$ cat src/kdlp_pkg.sv
// Shared types and constants for the key debouncer with long press and auto-repeat.
// No dependencies; imported by the interfaces, the per-key unit and the top level.
package kdlp_pkg;

	localparam int KEY_CODE_W = 3;
	localparam int DEB_W      = 8;
	localparam int LONG_W     = 16;
	localparam int PERIOD_W   = 16;
	localparam int MASK_W     = 4;
	localparam int HOLD_W     = 8;
	localparam int ADDR_W     = 4;
	localparam int DATA_W     = 32;

	localparam logic [HOLD_W-1:0]   HOLD_MAX       = 8'hFF;
	localparam logic [DEB_W-1:0]    DEBOUNCE_RST   = 8'd5;
	localparam logic [LONG_W-1:0]   LONG_RST       = 16'd1000;
	localparam logic [PERIOD_W-1:0] PERIOD_RST     = 16'd100;
	localparam logic [MASK_W-1:0]   MASK_RST       = 4'd3;

	// register index = paddr[3:2]
	typedef enum logic [1:0] {
		REG_DEBOUNCE = 2'd0,
		REG_LONG     = 2'd1,
		REG_PERIOD   = 2'd2,
		REG_MASK     = 2'd3
	} reg_idx_t;

	typedef struct packed {
		logic [DEB_W-1:0]    debounce_ticks;
		logic [LONG_W-1:0]   long_press_ticks;
		logic [PERIOD_W-1:0] repeat_period;
		logic [MASK_W-1:0]   repeat_key_mask;
	} cfg_t;

endpackage

$ cat src/kdlp_key.sv
// Per-key debounce, press timer, long-press flag and repeat phase.
// Depends on kdlp_pkg; instantiated once per key by the top level.
module kdlp_key
	import kdlp_pkg::*;
#(
	parameter int TIMER_BITS = 16
) (
	input  logic clk,
	input  logic arst_n,
	input  logic step,      // one scan tick is applied
	input  logic now,       // raw level this tick, 0 = pressed
	input  logic may_repeat,
	input  cfg_t cfg,
	output logic fire       // key reports this tick
);

	localparam int CW = (TIMER_BITS > LONG_W) ? TIMER_BITS : LONG_W;

	logic                  prev_q;
	logic [HOLD_W-1:0]     hold_q, hold_n;
	logic [TIMER_BITS-1:0] timer_q, timer_n;
	logic                  long_q, long_n;
	logic [TIMER_BITS-1:0] phase_q, phase_n, phase_inc;
	logic                  short_press, long_set, timer_long, deb_n;
	logic [CW-1:0]         timer_x, lp_x, phase_x, period_x;

	always_comb begin
		hold_n      = hold_q;
		timer_n     = timer_q;
		long_n      = long_q;
		phase_n     = phase_q;
		short_press = 1'b0;
		phase_inc   = phase_q + 1'b1;
		phase_x     = CW'(phase_inc);
		period_x    = CW'(cfg.repeat_period);
		lp_x        = CW'(cfg.long_press_ticks);

		if (prev_q && !now) begin
			// falling edge: new press
			hold_n  = HOLD_W'(1);
			timer_n = '0;
			long_n  = 1'b0;
			phase_n = '0;
		end else if (!prev_q && !now) begin
			if (hold_q != HOLD_MAX)
				hold_n = hold_q + 1'b1;
			if (hold_n >= cfg.debounce_ticks) begin
				timer_n = timer_q + 1'b1;
				if (long_q)
					phase_n = (phase_x >= period_x) ? '0 : phase_inc;
			end
		end else if (!prev_q && now) begin
			// release
			short_press = (hold_q >= cfg.debounce_ticks) &&
				(CW'(timer_q) < lp_x) && !long_q;
			hold_n  = '0;
			timer_n = '0;
			long_n  = 1'b0;
			phase_n = '0;
		end

		timer_x    = CW'(timer_n);
		timer_long = timer_x >= lp_x;
		deb_n      = hold_n >= cfg.debounce_ticks;
		long_set   = deb_n && timer_long && !long_n;
		if (long_set) begin
			long_n  = 1'b1;
			phase_n = '0;
		end

		fire = short_press || (long_set && may_repeat) ||
			(long_n && may_repeat && timer_long && (phase_n == '0));
	end

	always_ff @(posedge clk or negedge arst_n) begin
		if (!arst_n) begin
			prev_q  <= 1'b1;
			hold_q  <= '0;
			timer_q <= '0;
			long_q  <= 1'b0;
			phase_q <= '0;
		end else if (step) begin
			prev_q  <= now;
			hold_q  <= hold_n;
			timer_q <= timer_n;
			long_q  <= long_n;
			phase_q <= phase_n;
		end
	end

endmodule

$ cat config.mk
export PLATFORM = sky130hd
export DESIGN_NAME = kdlp_key
export DESIGN_NICKNAME = d
export VERILOG_FILES = /design/src/kdlp_pkg.sv /design/src/kdlp_key.sv
export SDC_FILE = /design/constraint.sdc
export NUM_CORES = 1
export LEC_CHECK = 0
export BUFFER_PORTS_ARGS = -buffer_cell sky130_fd_sc_hd__buf_2
export CAP_MARGIN = 20
export CELL_PAD_IN_SITES_DETAIL_PLACEMENT = 0
export CELL_PAD_IN_SITES_GLOBAL_PLACEMENT = 1
export CORE_AREA = 8 8 100 124
export DETAILED_ROUTE_END_ITERATION = 12
export DIE_AREA = 0 0 108 132
export GPL_ROUTABILITY_DRIVEN = 1
export GPL_TIMING_DRIVEN = 0
export PLACE_DENSITY = 0.84
export SKIP_LAST_GASP = 1
export SLEW_MARGIN = 10
export SYNTH_ARGS = -nofsm -noshare
export SYNTH_HDL_FRONTEND = slang
export SYNTH_SLANG_ARGS = --single-unit
$ cat constraint.sdc
create_clock -name clk -period 6.8 [get_ports clk]
set_input_delay 0 -clock clk [delete_from_list [all_inputs] [get_ports clk]]
set_output_delay 0 -clock clk [all_outputs]
set_load 0.05 [all_outputs]
==> Word level (Yosys, flattened, before mapping) <==
Index checks and enable logic that the tools add are counted.
{ "op_classes": {"n_addsub": 3, "magnitude_cmp": 6, "eq_ne": 1, "n_mux": 24, "n_reduce_logical": 18} }
{ "op_table": {"columns": ["op", "count"], "rows": [
  ["2-to-1 mux 16 bit", 11],
  ["2-to-1 mux 8 bit", 6],
  ["adder 16 x 1 -> 16 bit, second input constant", 2],
  ["greater-or-equal comparator 16 bit", 2],
  ["greater-or-equal comparator 8 bit", 3],
  ["logical NOT 16 bit", 1],
  ["less-than comparator 16 bit", 1],
  ["logical AND 1 bit", 11],
  ["adder 8 x 1 -> 8 bit, second input constant", 1],
  ["!= test 8 bit, second input constant", 1],
  ["2-to-1 mux 1 bit", 7],
  ["logical NOT 1 bit", 4],
  ["logical OR 1 bit", 2]
]} }
{ "totals": {"regBits": 42, "input_bits": 49, "output_inout_bits": 1, "word_cells": 57} }

==> Longest topological paths before layout <==
Gate-level depths: netlist of run 1.
{ "depth": {"ltp_word": 16, "mapped_depth": 27, "ltp_nobuf": 26} }

==> Least setup slack after synthesis of run 1 <==
OpenSTA, ideal clock, no wires.
{ "synth_timing": {"kind": "reg-to-output", "start": "register hold_q[0]", "end": "output fire", "t_arrival_ps": 5845, "required_time_ps": 6800, "slack_ps": 955, "stages_incl_launch_ff": 28, "path_buffers": 1, "cell_sequence": "dfrtp_1 ha_1 and3_1 nand3_1 nand4_1 xor2_1 inv_1 ha_1 o21a_1 a21oi_1 a211oi_2 o21a_1 and2_1 and3_1 clkbuf_1 and3_1 xnor2_1 nor2_1 ha_1 a21o_1 a21oi_1 nand3_1 a41o_1 a221o_2 nand3_1 a21boi_0 or4_1 o41ai_2"} }
{ "synth_between": {"elab_chain_len": 16, "word_cells_on_any_way": 34, "cone_classes": "1 x add/sub; 4 x order compare; 1 x eq/ne; 17 x mux; 11 x reduce/logical"} }
{ "synth_rtl": {"columns": ["item", "line_no", "rtl"], "rows": [
  ["start: declaration", "kdlp_key.sv:20", "logic [HOLD_W-1:0] hold_q, hold_n;"],
  ["start signal: assignment", "kdlp_key.sv:84", "hold_q <= hold_n;"],
  ["adder 8 x 1 -> 8 bit / != test 8 bit (equally long branches)", "kdlp_key.sv:46, kdlp_key.sv:45", null],
  ["2-to-1 mux 8 bit *", "kdlp_key.sv:45", "if (hold_q != HOLD_MAX)"],
  ["2-to-1 mux 8 bit *", "kdlp_key.sv:44", "end else if (!prev_q && !now) begin"],
  ["2-to-1 mux 8 bit *", "kdlp_key.sv:38", "if (prev_q && !now) begin"],
  ["greater-or-equal comparator 8 bit *", "kdlp_key.sv:47", "if (hold_n >= cfg.debounce_ticks) begin"],
  ["2-to-1 mux 16 bit *", "kdlp_key.sv:47", null],
  ["2-to-1 mux 16 bit *", "kdlp_key.sv:44", null],
  ["2-to-1 mux 16 bit *", "kdlp_key.sv:38", null],
  ["net timer_n[10]", "kdlp_key.sv:21", "logic [TIMER_BITS-1:0] timer_q, timer_n;"],
  ["greater-or-equal comparator 16 bit *", "kdlp_key.sv:63", "timer_long = timer_x >= lp_x;"],
  ["branches (longest 6 deep; another with 2-to-1 mux 16 bit)", null, null],
  ["logical OR 1 bit *", "kdlp_key.sv:71", "fire = short_press || (long_set && may_repeat) ||"],
  ["end: declaration", "kdlp_key.sv:14", "output logic fire"]
]} }
Mark *: on every way through the listed nets, which the timed path passes. The select of a mux whose other input is x is not followed.

==> Worst setup path in the final report of run 1 <==
Same ends and word-level chain as after synthesis.

==> out/qor.txt, run 1 <==
Clock transition at path regs = 0.06 ns
Non-Filler Instances = 732
Post-synth EDFFs = 0
combinational power share = 24.0%
WL/cell = 16.7 um
Fin Setup TNS = 0 ns
Nets = 722
cells after synthesis = 545
H-Tree Depth = 2
final worst-path cycle share = 94.8%
worst path required time = 6.80 ns
syn_area_per_cell = 8.41 um^2
number of cells on the worst reg-to-reg path = 25
Yosys top cell by area = dfrtp_1
static leakage = 2.80 nW
CP Launch Type = register
HP Start = step
Max FO, Critical Path = 6
Area Growth Syn to Fin = 13.6%
Most used DFF post-synth = dfrtp_1
post-synthesis mux area share = 4.86%
Rows = 42
Reg2Reg Launch Point = hold_q[0]$_DFFE_PN0P_
Compound-Gate Fraction of Synth Area = 21.5%
DR vias = 4160
P_int = 0.471 mW
post-route ant nets = 0
# diodes = 0
yosys warns = 0
Synth top area share = 22.4%
skew final = 0.00685 ns
Switch Pwr = 0.208 mW
cell area after synthesis = 4580 um^2
share of cells above drive strength 1 = 15.7%
Tot GR Track Use = 17.2%
# fillers = 996
worst setup path startpoint = hold_q[0]$_DFFE_PN0P_
worst hold path type = primary input to register
final setup fails = 0
core area = 10500 um^2
Root Buffer = clkbuf_16
first-pass GRT wire length = 20.1 mm
number of global-route vias before repair = 4322
critical path type = register to output port
Adder-Cell Fraction of Synth Area = 20.2%
Tmin final = 6.45 ns
routed vias/inst = 5.68
Placed Area = 4970 um^2
Clock Sink Count = 42
Sequential Power Share = 39.7%
Setup WS pre-CTS = 0.0933 ns
final RePlAce weighted congestion = 0.845
Mapped Nets = 668
DR iter-0 viols = 166
post-route cell area = 5200 um^2
switching fraction of total power = 30.6%
total CTS buffers = 5
highest clock rate = 155 MHz
Tot Pwr = 0.679 mW
DRC = 0
Netlist cell types = 62
Setup crit end kind = output port
pin count of the biggest net entering global routing = 43
Routed WL = 12.2 mm
starting density of the core = 43.8%
initial antenna violation count = 0
Async S/R FF share, synth = 100%
Pre-antenna DRT Iters = 4
Overflow after GRT = 0
simple-gate area share of the yosys netlist = 18.4%
XOR/XNOR Fraction of Synth Area = 6.31%
die area = 14300 um^2
crit-path max cell delay = 0.60 ns
max_cap viols = 0
die width = 108 um
worst path arrival time = 6.45 ns
setup ws final = 0.354 ns
clk_lat worst skew = 0.29 ns
hpwl dp = 9.64 mm
RSZ-0062 raised after global routing = false
I/O pin cnt = 50
CTS tree = built
slowest cell on the critical path = or4_1
Hold Vio Cnt, Final = 0
clock buffer depth = 2
final core occ = 49.8%
ranking of synthesized cells by area = dfrtp_1, ha_1, mux2_2, inv_1, o21ai_0
IO Port Bufs = 44
Min Hold Slack = 0.181 ns
Power Density = 130 nW/um^2
main combinational cell family by area after synthesis = compound AO/OA/AOI/OAI gates
Seq cells post-synth = 42
final slew viol count = 0
outcome = complete, no violations
Hold Path Stages = 5
post-synthesis sequential area ratio = 23.0%
Worst Tran Pin Value = 1.12 ns
placed cell count = 721
Clock power frac = 36.3%
Worst VDD drop = 0.0000827 V
Die Y = 132 um
Slew HR = 24.8%
## cell usage in the layout, fill, tap and decap left out, drive strengths merged, types with 2 or more instances in the layout
master	instances
a31oi	6
a2111oi	2
nand2	41
a211oi	4
xnor2	20
nand3	20
dlygate4sd3	2
a22o	12
o31ai	6
xor2	13
nand4	10
nor3b	2
nor2b	3
nor4	2
and4	2
mux2i	2
mux2	18
dfrtp	41
inv	53
nor3	6
o211ai	3
nand2b	8
o22ai	3
a21oi	26
a21o	21
buf	50
ha	74
nor2	43
or3	3
or2b	2
clkbuf	15
o41ai	2
o21a	6
o21ai	36
and2	4
a32o	4
and3	19
## power by group through the flow
stage | Sequential (mW) | Clock (mW) | Combinational, mW
after detailed placement | 0.274 | 0 | 0.155
after floorplan | 0.271 | 0 | 0.104
after CTS | 0.269 | 0.250 | 0.160
after global placement | 0.273 | 0 | 0.150
after global routing | 0.271 | 0.259 | 0.184
final | 0.270 | 0.246 | 0.163
## layer usage
layer  share of wire, %  wire length, um  GRT usage [%]  vias up
met5                  0                0              0        -
met4                2.3              276           6.88        0
met3                4.2              515           2.40       20
met2                 51             6170           30.5       99
met1                 43             5250           19.8     1959
li1                   -                -              -     2082
## critical path: cells and delay by family (launching register included)
family                   cells  cell delay, ns
AO/OA/AOI/OAI                8            1.60
XOR/XNOR                     2            0.36
adder cells (fa/ha/maj)      3            0.79
buffers and inverters        2            0.33
flip-flops                   1            0.44
AND/OR/NAND/NOR             11            2.65
## final cells by class
cell class	instances	area, um^2	share of cell area (%)
plain buffers	12	61.3	1.18
clock buffers	7	143	2.74
clock inverters	1	5.00	0.0962
inverters	53	199	3.82
multi-input cells	437	3310	63.6
flip-flops and latches	42	1050	20.2
well taps	132	165	3.17
repair buffers	48	270	5.19
## final timing paths
check | to | slack (ns)
max in group asynchronous | prev_q$_DFFE_PN1P_ | 6.04
min in group asynchronous | timer_q[10]$_DFFE_PN0P_ | 0.19
hold / removal | timer_q[13]$_DFFE_PN0P_ | 0.18
hold reg to reg | timer_q[13]$_DFFE_PN0P_ | 0.57
setup reg to reg | phase_q[0]$_DFFE_PN0P_ | 0.90
setup / recovery | fire | 0.35
## flip-flops by register name, indices dropped and copies added (netlist names)
register / cells
phase_q: 16
hold_q: 8
prev_q: 1
long_q: 1
timer_q: 16
## logic make-up after synthesis
group | after synthesis
buffers and inverters | 66
multiplexers | 20
AO/OA/AOI/OAI | 142
flip-flops | 42
AND/OR/NAND/NOR | 168
XOR/XNOR | 33
adder cells (fa/ha/maj) | 74
## Yosys cell counts (all sizes together) (13+ instances only)
library cell,number
a21o,21
xor2,13
mux2,18
ha,74
dfrtp,41
nand2,41
and3,19
nor2,43
nand3,20
a21oi,26
inv,53
xnor2,20
o21ai,36
## what timing repair did
action                                 CTS  global route
hold buffers                             2             0
gates resized for setup                  2             7
setup endpoints to repair                1             1
pin swaps                                1             1
endpoints found under the hold margin   42             0
cloned                                   0             0
buffers inserted                         0             1
No activity file was read; power rests on OpenSTA's default activity.
==> inputs of run 2 (changes only) <==
--- a/config.mk
+++ b/config.mk
@@ -9,12 +9,12 @@
 export CAP_MARGIN = 20
 export CELL_PAD_IN_SITES_DETAIL_PLACEMENT = 0
 export CELL_PAD_IN_SITES_GLOBAL_PLACEMENT = 1
-export CORE_AREA = 8 8 100 124
+export CORE_AREA = 8 8 99 123
 export DETAILED_ROUTE_END_ITERATION = 12
-export DIE_AREA = 0 0 108 132
+export DIE_AREA = 0 0 107 131
 export GPL_ROUTABILITY_DRIVEN = 1
 export GPL_TIMING_DRIVEN = 0
-export PLACE_DENSITY = 0.84
+export PLACE_DENSITY = 0.86
 export SKIP_LAST_GASP = 1
 export SLEW_MARGIN = 10
 export SYNTH_ARGS = -nofsm -noshare
==> constraint.sdc (replaced) <==
create_clock -name clk -period 6.32 [get_ports clk]
set_input_delay 0 -clock clk [delete_from_list [all_inputs] [get_ports clk]]
set_output_delay 0 -clock clk [all_outputs]
set_load 0.05 [all_outputs]
==> run 2 against run 1 <==
  * Clock skew shrank 0.0023 ns
  * Total power rose by 21%
  * Routed wire length is 0.85% higher
  * Count of clock-buffer cells in the layout decreased by 1
  * Critical path type unchanged
  * Critical endpoint unchanged
==> out/qor.txt, run 2 (same netlist as run 1, synthesis figures left out) <==
most frequent cells in the layout = ha_1, inv_1, buf_2
Tmin final = 5.96 ns
Worst VDD drop = 0.000152 V
Die Y = 131 um
DR iter-0 viols = 172
CTS tree = built
static leakage = 2.84 nW
Setup crit end kind = output port
Rows = 42
GRT met3 Usage = 2.70%
post-route ant nets = 0
worst hold path type = primary input to register
share of cells above drive strength 1 = 17.5%
CP bufs+invs = 2
crit-path max cell delay = 0.46 ns
first-pass GRT wire length = 20.7 mm
H-Tree Depth = 2
Register-to-Register Setup Slack = 0.60 ns
# diodes = 0
HP Start = step
Clock transition at path regs = 0.06 ns
Clock Sink Count = 42
DR vias = 4190
worst setup path startpoint = hold_q[1]$_DFFE_PN0P_
most used routing layer = met2
DRC = 0
Routed WL = 12.3 mm
Min Hold Slack = 0.142 ns
number of global-route vias before repair = 4318
max_cap viols = 0
WL/cell = 16.7 um
pin count of the biggest net entering global routing = 43
Pre-antenna DRT Iters = 5
final slew viol count = 0
routed vias/inst = 5.69
hpwl dp = 9.58 mm
Worst Tran Pin Value = 0.764 ns
worst path arrival time = 5.96 ns
core area = 10400 um^2
Nets = 726
Area Growth Syn to Fin = 15.9%
Overflow after GRT = 0
cell family with most CP delay = compound AO/OA/AOI/OAI gates
total CTS buffers = 5
starting density of the core = 44.3%
Tot GR Track Use = 18.1%
Hold Vio Cnt, Final = 0
I/O pin cnt = 50
Tot Pwr = 0.824 mW
outcome = complete, no violations
Power Density = 155 nW/um^2
IO Port Bufs = 44
met2 Resource Use GR = 33.5%
final setup fails = 0
slowest cell on the critical path = a221o_2
met1 Usage GRT = 20.2%
Max FO, Critical Path = 6
skew final = 0.00451 ns
highest clock rate = 168 MHz
final worst-path cycle share = 94.3%
Slew HR = 49.0%
post-route cell area = 5310 um^2
RSZ-0062 raised after global routing = false
worst path required time = 6.32 ns
Reg2Reg Launch Point = hold_q[1]$_DFFE_PN0P_
Root Buffer = clkbuf_16
critical path type = register to output port
die area = 14000 um^2
initial antenna violation count = 0
die width = 107 um
Largest regs = phase_q: 16 flops, timer_q: 16 flops, hold_q: 8 flops
clk_lat worst skew = 0.29 ns
commonest non-fill, non-tap cell in the layout = ha_1
CP Launch Type = register
clock buffer depth = 2
Placed Area = 4970 um^2
final RePlAce weighted congestion = 0.865
[run 2: through the flow]
step,TNS (ns),instances,setup WS (ns),utilization [%]
after floorplan,0,545,0.475,-
after global placement,-1.99,721,-0.374,48.0
after detailed placement,-2.61,721,-0.400,48.0
after CTS,0,731,0.0996,50.5
after global routing,0,736,0.00574,51.3
final,0,736,0.359,51.3
[run 2: worst reg2reg max path, delay by kind of cell, from the launching register on]
family / cells / cell delay (ns)
compound gates: 11 / 2.36
flops: 1 / 0.42
simple gates: 9 / 1.44
xor+xnor: 2 / 0.35
fa+ha+maj: 3 / 0.83
buf+inv: 2 / 0.23
[run 2: timing repair]
action | in CTS | in global routing
cloned | 0 | 0
endpoints found under the setup margin | 13 | 1
gates resized for setup | 8 | 9
pin swaps | 1 | 3
endpoints found under the hold margin | 42 | 0
setup buffers | 1 | 3
hold buffers | 2 | 0
[run 2: report_power, final]
part	switching [mW]	internal [mW]	total [mW]
clock network	0.114	0.237	0.351
registers	0.0135	0.278	0.291
logic	0.104	0.0771	0.182
[run 2: path summary, 6_finish.rpt]
kind	depth (start not counted)	to
min in group asynchronous	2	timer_q[10]$_DFFE_PN0P_
worst max register to register	27	phase_q[0]$_DFFE_PN0P_
worst max-delay path	27	fire
worst min-delay path	5	timer_q[13]$_DFFE_PN0P_
worst min register to register	2	phase_q[14]$_DFFE_PN0P_
max in group asynchronous	3	prev_q$_DFFE_PN1P_
[run 2: cell type report]
cell class,count,area (um^2)
timing repair buffer,52,298
buffer,12,61.3
multi-input combinational,437,3330
inverter,53,199
clock buffer,6,139
fill,1015,5040
clock inverter,2,60.1
sequential,42,1060
tap,132,165
[run 2: layer usage]
layer	share of wire (%)	up-vias	wire length, um
met3	5.0	17	610
met1	42	1987	5190
met5	0	-	0
li1	-	2087	-
met2	51	99	6280
met4	1.9	0	235
